<file path="src/hw/rtl/assert_macros.svh">
// assertion macros used by the rtl top level
// no dependencies
`ifndef ASSERT_MACROS_SVH
`define ASSERT_MACROS_SVH

// expression holds on every clock outside reset
`define SFL_ASSERT_ALWAYS(label, clk, rst, expr, msg) \
   label: assert property (@(posedge clk) disable iff (rst) (expr)) else $error(msg);

// antecedent implies consequent in the same cycle
`define SFL_ASSERT_IMPLIES(label, clk, rst, ante, cons, msg) \
   label: assert property (@(posedge clk) disable iff (rst) (ante) |-> (cons)) else $error(msg);

`endif

</file>
<file path="src/hw/rtl/sfl_pkg.sv">
// types, codes and constants of the slot allocator with free list queue
// no dependencies
package sfl_pkg;

   localparam int SLOTS_DEFAULT      = 16;
   localparam int DATA_WIDTH_DEFAULT = 32;

   localparam int OP_W     = 2;
   localparam int DATA_W   = 32;
   localparam int SLOT_W   = 4;
   localparam int STATUS_W = 3;
   localparam int COUNT_W  = 5;

   localparam int MAX_LIMIT = 16;
   localparam int MAX_RESET = 16;

   localparam int CSR_DATA_W = 32;
   localparam int CSR_ADDR_W = 3;

   localparam logic REG_MAX_ENTRIES = 1'b0;

   typedef enum logic [OP_W-1:0] {
      OP_INSERT = 2'd0,
      OP_REMOVE = 2'd1,
      OP_READ   = 2'd2,
      OP_CLEAR  = 2'd3
   } op_type;

   typedef enum logic [STATUS_W-1:0] {
      STATUS_OK       = 3'd0,
      STATUS_FULL     = 3'd1,
      STATUS_EMPTY    = 3'd2,
      STATUS_DISABLED = 3'd3,
      STATUS_BAD_SLOT = 3'd4
   } status_type;

   typedef struct packed {
      logic [OP_W-1:0]   req_type;
      logic [DATA_W-1:0] data_in;
      logic [SLOT_W-1:0] slot_in;
   } req_payload_type;

   typedef struct packed {
      status_type         status;
      logic [SLOT_W-1:0]  slot_out;
      logic [DATA_W-1:0]  read_data;
      logic [COUNT_W-1:0] entry_count;
      logic               full_flag;
      logic               empty_flag;
   } rsp_payload_type;

endpackage

</file>
<file path="src/hw/rtl/sfl_req_if.sv">
// request channel: valid, ready and request payload
// depends on sfl_pkg
interface sfl_req_if;
   import sfl_pkg::*;

   logic            valid;
   logic            ready;
   req_payload_type payload;

   modport source (output valid, output payload, input ready);
   modport sink (input valid, input payload, output ready);
endinterface

</file>
<file path="src/hw/rtl/sfl_rsp_if.sv">
// result channel: valid, ready and result payload
// depends on sfl_pkg
interface sfl_rsp_if;
   import sfl_pkg::*;

   logic            valid;
   logic            ready;
   rsp_payload_type payload;

   modport source (output valid, output payload, input ready);
   modport sink (input valid, input payload, output ready);
endinterface

</file>
<file path="src/hw/rtl/slot_allocator_fifo_free_list_unit.sv">
// slot allocator top level: data store and free slot queue in synchronous memories
// depends on sfl_pkg, sfl_req_if, sfl_rsp_if and assert_macros.svh
//
// Usage: requests arrive on req_chan (insert, remove, read, clear all) and one
// result per request leaves on rsp_chan with status, granted slot, read word,
// occupancy count and full and empty flags. Channels use valid and ready;
// a request is taken when both are high.
// Timing: when a request is taken, the free queue and data store are read into
// their read registers at that edge; in the lookup state, once the result
// register is free, the block decides, writes the memories back and loads the
// result register. A new request is taken only in the idle state.
// A result waiting on a stalled receiver does not stop the next request from
// being taken and read; it is decided once the result register frees up.
// Clear all, and a write of max_entries on the APB port, reinitialise without
// touching the memories: per entry valid bits make unwritten store words read
// as zero and unwritten queue entries read as their own index.
// Reset: synchronous, active high; max_entries returns to 16 (capped at SLOTS),
// count and pointers return to zero, the store reads all zero.
// max_entries of zero disables the block: every request reports disabled.
module slot_allocator_fifo_free_list_unit #(
   parameter int SLOTS      = sfl_pkg::SLOTS_DEFAULT,
   parameter int DATA_WIDTH = sfl_pkg::DATA_WIDTH_DEFAULT
) (
   input  logic                          clock,
   input  logic                          reset,
   sfl_req_if.sink                       req_chan,
   sfl_rsp_if.source                     rsp_chan,
   input  logic                          psel,
   input  logic                          penable,
   input  logic                          pwrite,
   input  logic [sfl_pkg::CSR_ADDR_W-1:0] paddr,
   input  logic [sfl_pkg::CSR_DATA_W-1:0] pwdata,
   output logic [sfl_pkg::CSR_DATA_W-1:0] prdata,
   output logic                          pready
);
   import sfl_pkg::*;

   `include "assert_macros.svh"

   localparam int DEPTH   = (SLOTS > MAX_LIMIT) ? MAX_LIMIT : SLOTS;
   localparam int IDX_W   = $clog2(DEPTH);
   localparam int STORE_W = (DATA_WIDTH < DATA_W) ? DATA_WIDTH : DATA_W;
   localparam int WIDE_W  = IDX_W + COUNT_W;
   localparam int RST_MAX = (MAX_RESET > DEPTH) ? DEPTH : MAX_RESET;

   typedef enum logic {
      ST_IDLE,
      ST_LOOKUP
   } state_type;

   // memories
   logic [STORE_W-1:0] store_mem [DEPTH];
   logic [IDX_W-1:0]   queue_mem [DEPTH];
   logic [DEPTH-1:0]   store_valid_ff, store_valid_in;
   logic [DEPTH-1:0]   queue_valid_ff, queue_valid_in;

   logic [STORE_W-1:0] store_rd_ff;
   logic [IDX_W-1:0]   queue_rd_ff;
   logic               store_rd_valid_ff;
   logic               queue_rd_valid_ff;

   logic               store_we;
   logic [IDX_W-1:0]   store_waddr;
   logic [STORE_W-1:0] store_wdata;
   logic               queue_we;
   logic [IDX_W-1:0]   queue_waddr;
   logic [IDX_W-1:0]   queue_wdata;

   // control state
   state_type          state_ff, state_in;
   logic [COUNT_W-1:0] max_ff, max_in;
   logic [COUNT_W-1:0] count_ff, count_in;
   logic [IDX_W-1:0]   take_ptr_ff, take_ptr_in;
   logic [IDX_W-1:0]   ret_ptr_ff, ret_ptr_in;

   // latched request
   logic [OP_W-1:0]    op_ff, op_in;
   logic [STORE_W-1:0] data_ff, data_in;
   logic [SLOT_W-1:0]  slot_ff, slot_in;

   // result register
   logic               rsp_valid_ff, rsp_valid_in;
   rsp_payload_type    rsp_ff, rsp_in;

   logic               accept;
   logic               out_free;
   logic               cfg_we;
   logic [COUNT_W-1:0] cfg_max;
   logic [IDX_W-1:0]   req_idx;
   logic [IDX_W-1:0]   slot_idx;
   logic [IDX_W-1:0]   grant_idx;
   logic               slot_bad;
   logic [WIDE_W-1:0]  take_inc;
   logic [WIDE_W-1:0]  ret_inc;

   assign accept   = req_chan.valid && (state_ff == ST_IDLE);
   assign out_free = !rsp_valid_ff || rsp_chan.ready;
   assign req_idx  = IDX_W'(req_chan.payload.slot_in);
   assign slot_idx = IDX_W'(slot_ff);
   assign slot_bad = COUNT_W'(slot_ff) >= max_ff;
   assign grant_idx = queue_rd_valid_ff ? queue_rd_ff : take_ptr_ff;
   assign take_inc = WIDE_W'(take_ptr_ff) + WIDE_W'(1);
   assign ret_inc  = WIDE_W'(ret_ptr_ff) + WIDE_W'(1);

   assign req_chan.ready   = (state_ff == ST_IDLE);
   assign rsp_chan.valid   = rsp_valid_ff;
   assign rsp_chan.payload = rsp_ff;

   // apb register
   assign pready  = 1'b1;
   assign cfg_we  = psel && penable && pwrite && (paddr[2] == REG_MAX_ENTRIES);
   assign cfg_max = (WIDE_W'(pwdata[COUNT_W-1:0]) > WIDE_W'(DEPTH)) ?
                    COUNT_W'(DEPTH) : pwdata[COUNT_W-1:0];
   assign prdata  = (paddr[2] == REG_MAX_ENTRIES) ? CSR_DATA_W'(max_ff) : '0;

   always_comb begin
      state_in       = state_ff;
      max_in         = max_ff;
      count_in       = count_ff;
      take_ptr_in    = take_ptr_ff;
      ret_ptr_in     = ret_ptr_ff;
      store_valid_in = store_valid_ff;
      queue_valid_in = queue_valid_ff;
      op_in          = op_ff;
      data_in        = data_ff;
      slot_in        = slot_ff;
      rsp_valid_in   = rsp_valid_ff && !rsp_chan.ready;
      rsp_in         = rsp_ff;
      store_we       = 1'b0;
      store_waddr    = slot_idx;
      store_wdata    = data_ff;
      queue_we       = 1'b0;
      queue_waddr    = ret_ptr_ff;
      queue_wdata    = slot_idx;

      if (accept) begin
         op_in    = req_chan.payload.req_type;
         data_in  = req_chan.payload.data_in[STORE_W-1:0];
         slot_in  = req_chan.payload.slot_in;
         state_in = ST_LOOKUP;
      end

      if ((state_ff == ST_LOOKUP) && out_free) begin
         state_in         = ST_IDLE;
         rsp_valid_in     = 1'b1;
         rsp_in.status    = STATUS_OK;
         rsp_in.slot_out  = '0;
         rsp_in.read_data = '0;
         if (max_ff == '0) begin
            rsp_in.status = STATUS_DISABLED;
         end else begin
            unique case (op_type'(op_ff))
               OP_INSERT: begin
                  if (count_ff >= max_ff) begin
                     rsp_in.status = STATUS_FULL;
                  end else begin
                     store_we                  = 1'b1;
                     store_waddr               = grant_idx;
                     store_valid_in[grant_idx] = 1'b1;
                     take_ptr_in = (take_inc == WIDE_W'(max_ff)) ? '0 : take_inc[IDX_W-1:0];
                     count_in    = count_ff + COUNT_W'(1);
                     rsp_in.slot_out = SLOT_W'(grant_idx);
                  end
               end
               OP_REMOVE: begin
                  if (count_ff == '0) begin
                     rsp_in.status = STATUS_EMPTY;
                  end else if (slot_bad) begin
                     rsp_in.status = STATUS_BAD_SLOT;
                  end else begin
                     store_valid_in[slot_idx]   = 1'b0;
                     queue_we                   = 1'b1;
                     queue_valid_in[ret_ptr_ff] = 1'b1;
                     ret_ptr_in = (ret_inc == WIDE_W'(max_ff)) ? '0 : ret_inc[IDX_W-1:0];
                     count_in   = count_ff - COUNT_W'(1);
                  end
               end
               OP_READ: begin
                  if (slot_bad) begin
                     rsp_in.status = STATUS_BAD_SLOT;
                  end else if (store_rd_valid_ff) begin
                     rsp_in.read_data = DATA_W'(store_rd_ff);
                  end
               end
               OP_CLEAR: begin
                  store_valid_in = '0;
                  queue_valid_in = '0;
                  take_ptr_in    = '0;
                  ret_ptr_in     = '0;
                  count_in       = '0;
               end
               default: begin
                  rsp_in.status = STATUS_OK;
               end
            endcase
         end
         rsp_in.entry_count = count_in;
         rsp_in.full_flag   = (max_ff != '0) && (count_in >= max_ff);
         rsp_in.empty_flag  = (count_in == '0);
      end

      if (cfg_we) begin
         max_in         = cfg_max;
         store_valid_in = '0;
         queue_valid_in = '0;
         take_ptr_in    = '0;
         ret_ptr_in     = '0;
         count_in       = '0;
      end
   end

   always_ff @(posedge clock) begin
      if (reset) begin
         state_ff       <= ST_IDLE;
         max_ff         <= COUNT_W'(RST_MAX);
         count_ff       <= '0;
         take_ptr_ff    <= '0;
         ret_ptr_ff     <= '0;
         store_valid_ff <= '0;
         queue_valid_ff <= '0;
         rsp_valid_ff   <= 1'b0;
      end else begin
         state_ff       <= state_in;
         max_ff         <= max_in;
         count_ff       <= count_in;
         take_ptr_ff    <= take_ptr_in;
         ret_ptr_ff     <= ret_ptr_in;
         store_valid_ff <= store_valid_in;
         queue_valid_ff <= queue_valid_in;
         rsp_valid_ff   <= rsp_valid_in;
      end
      op_ff   <= op_in;
      data_ff <= data_in;
      slot_ff <= slot_in;
      rsp_ff  <= rsp_in;
   end

   // data store: read on request, written back in the lookup cycle
   always_ff @(posedge clock) begin
      if (store_we) begin
         store_mem[store_waddr] <= store_wdata;
      end
      if (accept) begin
         store_rd_ff       <= store_mem[req_idx];
         store_rd_valid_ff <= store_valid_ff[req_idx];
      end
   end

   // free slot queue
   always_ff @(posedge clock) begin
      if (queue_we) begin
         queue_mem[queue_waddr] <= queue_wdata;
      end
      if (accept) begin
         queue_rd_ff       <= queue_mem[take_ptr_ff];
         queue_rd_valid_ff <= queue_valid_ff[take_ptr_ff];
      end
   end

   `SFL_ASSERT_ALWAYS(a_count_bound, clock, reset, count_ff <= max_ff,
      "occupancy above max_entries")
   `SFL_ASSERT_IMPLIES(a_disabled_idle, clock, reset, max_ff == '0,
      (count_ff == '0) && (take_ptr_ff == '0) && (ret_ptr_ff == '0),
      "disabled block holds state")
   `SFL_ASSERT_IMPLIES(a_ptr_range, clock, reset, max_ff != '0,
      (WIDE_W'(take_ptr_ff) < WIDE_W'(max_ff)) && (WIDE_W'(ret_ptr_ff) < WIDE_W'(max_ff)),
      "queue pointer beyond max_entries")

endmodule
</file>
<file path="src/flat_wrapper.sv">
// flat-port wrapper written by rule: the top's interface ports become plain ports
module slot_allocator_fifo_free_list_unit_flat import sfl_pkg::*;
#(
   parameter int SLOTS      = sfl_pkg::SLOTS_DEFAULT,
   parameter int DATA_WIDTH = sfl_pkg::DATA_WIDTH_DEFAULT
)
  (clock, reset, psel, penable, pwrite, paddr, pwdata, prdata, pready, req_chan_valid, req_chan_payload, req_chan_ready, rsp_chan_valid, rsp_chan_payload, rsp_chan_ready);
  sfl_req_if req_chan_i ();
  sfl_rsp_if rsp_chan_i ();
  input  logic clock;
  input  logic reset;
  input  logic psel;
  input  logic penable;
  input  logic pwrite;
  input  logic [sfl_pkg::CSR_ADDR_W-1:0] paddr;
  input  logic [sfl_pkg::CSR_DATA_W-1:0] pwdata;
  output logic [sfl_pkg::CSR_DATA_W-1:0] prdata;
  output logic pready;
  input wire logic [$bits(req_chan_i.valid)-1:0] req_chan_valid;
  input wire logic [$bits(req_chan_i.payload)-1:0] req_chan_payload;
  output wire logic [$bits(req_chan_i.ready)-1:0] req_chan_ready;
  output wire logic [$bits(rsp_chan_i.valid)-1:0] rsp_chan_valid;
  output wire logic [$bits(rsp_chan_i.payload)-1:0] rsp_chan_payload;
  input wire logic [$bits(rsp_chan_i.ready)-1:0] rsp_chan_ready;
  assign req_chan_i.valid = req_chan_valid;
  assign req_chan_i.payload = req_chan_payload;
  assign req_chan_ready = req_chan_i.ready;
  assign rsp_chan_valid = rsp_chan_i.valid;
  assign rsp_chan_payload = rsp_chan_i.payload;
  assign rsp_chan_i.ready = rsp_chan_ready;
  slot_allocator_fifo_free_list_unit #(.SLOTS(SLOTS), .DATA_WIDTH(DATA_WIDTH)) u_core (.clock(clock), .reset(reset), .req_chan(req_chan_i), .rsp_chan(rsp_chan_i), .psel(psel), .penable(penable), .pwrite(pwrite), .paddr(paddr), .pwdata(pwdata), .prdata(prdata), .pready(pready));
endmodule
</file>
<file path="config.mk">
export PLATFORM = sky130hd
export DESIGN_NAME = slot_allocator_fifo_free_list_unit_flat
export DESIGN_NICKNAME = d
export VERILOG_FILES = /design/src/hw/rtl/sfl_pkg.sv /design/src/hw/rtl/sfl_req_if.sv /design/src/hw/rtl/sfl_rsp_if.sv /design/src/hw/rtl/slot_allocator_fifo_free_list_unit.sv /design/src/flat_wrapper.sv
export VERILOG_INCLUDE_DIRS = /design/src /design/src/hw/rtl
export SDC_FILE = /design/constraint.sdc
export NUM_CORES = 1
export LEC_CHECK = 0
export ABC_AREA = 1
export BUFFER_PORTS_ARGS = -buffer_cell sky130_fd_sc_hd__buf_2
export CAP_MARGIN = 20
export CELL_PAD_IN_SITES_DETAIL_PLACEMENT = 1
export CELL_PAD_IN_SITES_GLOBAL_PLACEMENT = 2
export CORE_MARGIN = 2
export CORE_UTILIZATION = 30
export CTS_CLUSTER_DIAMETER = 100
export DETAILED_ROUTE_END_ITERATION = 10
export MAX_ROUTING_LAYER = met4
export PLACE_DENSITY_LB_ADDON = 0.2
export SYNTH_ARGS = -nofsm -noshare
export SYNTH_HDL_FRONTEND = slang
export SYNTH_SLANG_ARGS = --single-unit
export TNS_END_PERCENT = 50
</file>
<file path="constraint.sdc">
create_clock -name clock -period 15.4 [get_ports clock]
set_input_delay 3.08 -clock clock [delete_from_list [all_inputs] [get_ports clock]]
set_output_delay 3.08 -clock clock [all_outputs]
set_load 0.03 [all_outputs]
</file>
==> run metrics <==
area growth from synthesis to layout 16.25%; number of flops mapped to enable cells by yosys 698; Synth cell types 39; number of warnings issued by yosys 0; number of buffers inserted by post-CTS setup repair 0; maximum number of buffers from clock root to sink 3; antenna diode count 0; clock insertion delay at the later pin of the skew report approximately 680 ps; synthesized instance count about 2,400; required time reported for the critical path endpoint around 12,000 ps; Starting Density 30.30%; cell breakdown of the critical path buf_2, nor2_1, buf_2; worst vdd ir between 0.08 and 0.09 mV; Avg Synthesized Cell Area 12.78 um2; most common cell after layout, fill and taps aside sky130_fd_sc_hd__edfxtp_1; number of global-route vias before repair 20,150; Internal Power 3.591 mW; proportion of netlist area held by the largest area contributor around 68%; Crit. End Element output port; GR Util All Layers 16.84%; share of total power in sequential cells 49.0%; proportion of synthesized chip area in sequential cells 71.28%; logic depth of the worst register-to-register path 12; core outline area between 100,000 and 150,000 um2; Worst path depth 3; top_reg_cell synth sky130_fd_sc_hd__edfxtp_1; DRC violations left 0; clock group share of total power between 40% and 50%; run status finished, final reports clean; portion of netlist area occupied by mux cells 4.151%; Top Family by Delay on Critical Path buffers and inverters; initial drt markers between 1,000 and 1,500; standby leakage power 12.83 nW; last weighted congestion value of the routability-driven placer around 0.78; count of buffer and inverter cells on the critical path 2; switching component of the power 1.109 mW; max incr delay on CP between 200 and 250 ps; type of the tightest min-delay check flip-flop to flip-flop; number of setup violations in the final report 0; post-synthesis share of cell area spent on and, or, nand and nor gates 6.798%; number of buffers inserted by port buffering 103; Num CTS Buffers 90; fill cell instance count of the final layout between 10,000 and 15,000; vertical die dimension 324.8 um; DR vias/cell 4.781; Overflow after GRT 0; setup repair after global routing missed its margin false; pin count of the biggest net entering global routing between 150 and 200; synthesized-area fraction occupied by ao, oa, aoi and oai cells 10.86%; XOR/XNOR share of the synthesized area 0.4256%; cell area reported after detailed placement around 33,000 um2; critical path's slowest cell sky130_fd_sc_hd__buf_2; total of max-cap violations 0; wire length of the first global-routing pass roughly 130,000 um; Die Outline Area 105,500 um2; number of cells traversed by the worst hold path 2; minimum period implied by the final worst setup slack 6603 ps; routed length per placed instance 21.90 um; switching share of power 23.60%; kind of start point of the critical path input port; Adder-Cell Fraction of Synth Area 0.8512%; Final Hold Violating Endpoints 0; Synth async-reset ratio 0%; ratio of cells with drive above 1 in the final layout 11.91%; most frequent cells in the layout sky130_fd_sc_hd__edfxtp_1 (698), sky130_fd_sc_hd__inv_1 (260), sky130_fd_sc_hd__o21ai_0 (228); crit path max fanout 6; Setup Crit Path Kind input port to output port; largest area contributor in the netlist sky130_fd_sc_hd__edfxtp_1; Boundary Pins 161; Max Transition Viols Final 0; timing-limited maximum frequency 0.1515 GHz; Clock transition at path regs roughly 60 ps; fraction of power consumed by combinational cells 5.7%; total via count after detailed routing 18,940; final cell area excluding filler cells 35,880 um2; post-cts hold buffer count 0; level count of the clock H-tree 3; register bit count reported by yosys 750; number of routed nets with antenna violations 0; clk sink count 750; Post-layout nets 2,618; max-slew headroom at the worst pin 14.78%; buffer type at the clock tree root sky130_fd_sc_hd__clkbuf_16; Site Rows 117; clock tree from TritonCTS yes; horizontal extent of the die 324.8 um; combinational family with the most area after synthesis compound AO/OA/AOI/OAI gates; Tightest Pin Transition 1278 ps; synth top area cells sky130_fd_sc_hd__edfxtp_1 (68%), sky130_fd_sc_hd__mux2i_1 (4.2%), sky130_fd_sc_hd__o21ai_0 (3.7%), sky130_fd_sc_hd__dfxtp_1 (3.4%), sky130_fd_sc_hd__o211ai_1 (3.2%); Worst path most repeated cell sky130_fd_sc_hd__buf_2; total routed wirelength 86,790 um; period utilisation layout 42.88%; post-detail-place hpwl 46,890 um; Fin Setup TNS 0 ps; endpoint arrival time on the critical path 3520 ps; Syn Std Cell Area 30,870 um2; total power divided by cell area 131.0 nW/um2; Max Clock Skew between 30 and 40 ps; antenna violations before repair 1; post-cts resize count 0; TritonRoute pass-1 iters 5
-- worst paths after layout --
check                                              start                  endpoint  slack (ps)
worst min register to register  u_core.queue_valid_ff[7]  u_core.queue_valid_ff[7]         450
worst max-delay path                            paddr[2]                 prdata[2]        8800
worst min-delay path            u_core.queue_valid_ff[7]  u_core.queue_valid_ff[7]         450
worst max register to register          u_core.max_ff[2]    u_core.store_mem[8][2]       11470
-- metrics by stage --
step / std cells / total power, mW / setup WS, ps / util, % / hold slack [ps]
final: 3962 / 4.701 / 8797 / 35.22 / 449.5
after detailed placement: 3792 / 2.624 / 8631 / 32.27 / 443.4
after CTS: 3961 / 4.772 / 8786 / 35.19 / 452.6
after global routing: 3962 / 4.879 / 8736 / 35.22 / 469.1
after floorplan: 2442 / 2.519 / 8430 / - / 426.8
after global placement: 3792 / 2.617 / 8711 / 32.27 / 435.3
-- flip-flops by register name, indices dropped and copies added, names as in the netlist --
signal                    flops
u_core.store_mem            512
u_core.queue_mem             64
u_core.rsp_chan.payload      46
u_core.data_ff               32
u_core.store_rd_ff           32
u_core.queue_valid_ff        16
u_core.store_valid_ff        16
u_core.count_ff               5
u_core.max_ff                 5
u_core.queue_rd_ff            4
u_core.queue_waddr            4
u_core.queue_wdata            4
u_core.take_ptr_ff            4
u_core.op_ff                  2
u_core.queue_rd_valid_ff      1
u_core.rsp_chan.valid         1
u_core.state_ff               1
u_core.store_rd_valid_ff      1
-- power groups by stage --
stage | Clock [mW] | Sequential [mW] | Combinational (mW)
floorplan | 0 | 2.35 | 0.168
global placement | 0 | 2.35 | 0.271
detailed placement | 0 | 2.35 | 0.275
CTS | 2.19 | 2.31 | 0.276
global route | 2.27 | 2.31 | 0.301
finish | 2.13 | 2.31 | 0.269
-- tightest hold or removal path, stage by stage, from the launching register on --
cell                      delay [ps]
sky130_fd_sc_hd__dfxtp_1         310
sky130_fd_sc_hd__inv_1            40
sky130_fd_sc_hd__a21oi_1          50
-- synth_stat cells (all sizes together) (2+ instances only) --
| library cell | n |
|---|---|
| edfxtp | 698 |
| inv | 265 |
| o21ai | 228 |
| nand2 | 213 |
| a21oi | 197 |
| nor2 | 145 |
| o211ai | 132 |
| mux2i | 128 |
| nand3 | 110 |
| buf | 77 |
| clkbuf | 77 |
| dfxtp | 52 |
| ha | 21 |
| nor3 | 15 |
| o221ai | 13 |
| xor2 | 12 |
| nand4 | 10 |
| o22ai | 7 |
| xnor2 | 3 |
| a211oi | 2 |
| conb | 2 |
| o21bai | 2 |
-- layer usage --
metal / global-route usage [%] / wire, um
met1: 20.91 / 38670
met2: 28.14 / 42440
met3: 2.681 / 3389
met4: 5.364 / 2282
met5: - / 0
-- area by class of cell --
class	count	area, um2	share of cell area, %
Inverter	266	1007	2.807
Multi-Input combinational cell	1272	7371	20.54
Tap cell	1368	1712	4.770
Timing Repair Buffer	137	818.3	2.280
Clock buffer	103	2344	6.531
Sequential cell	750	22000	61.31
Clock inverter	66	631.9	1.761
-- cell families (layout without fill, tap and decap cells) --
| logic type | count (synthesis) | count (layout) |
|---|---|---|
| adder cells (fa/ha/maj) | 21 | 21 |
| flip-flops | 750 | 750 |
| buffers and inverters | 420 | 572 |
| multiplexers | 128 | 128 |
| XOR/XNOR | 15 | 15 |
| AO/OA/AOI/OAI | 586 | 586 |
| other | 2 | 28 |
| AND/OR/NAND/NOR | 494 | 494 |
Power figures use the tool's default switching activity.
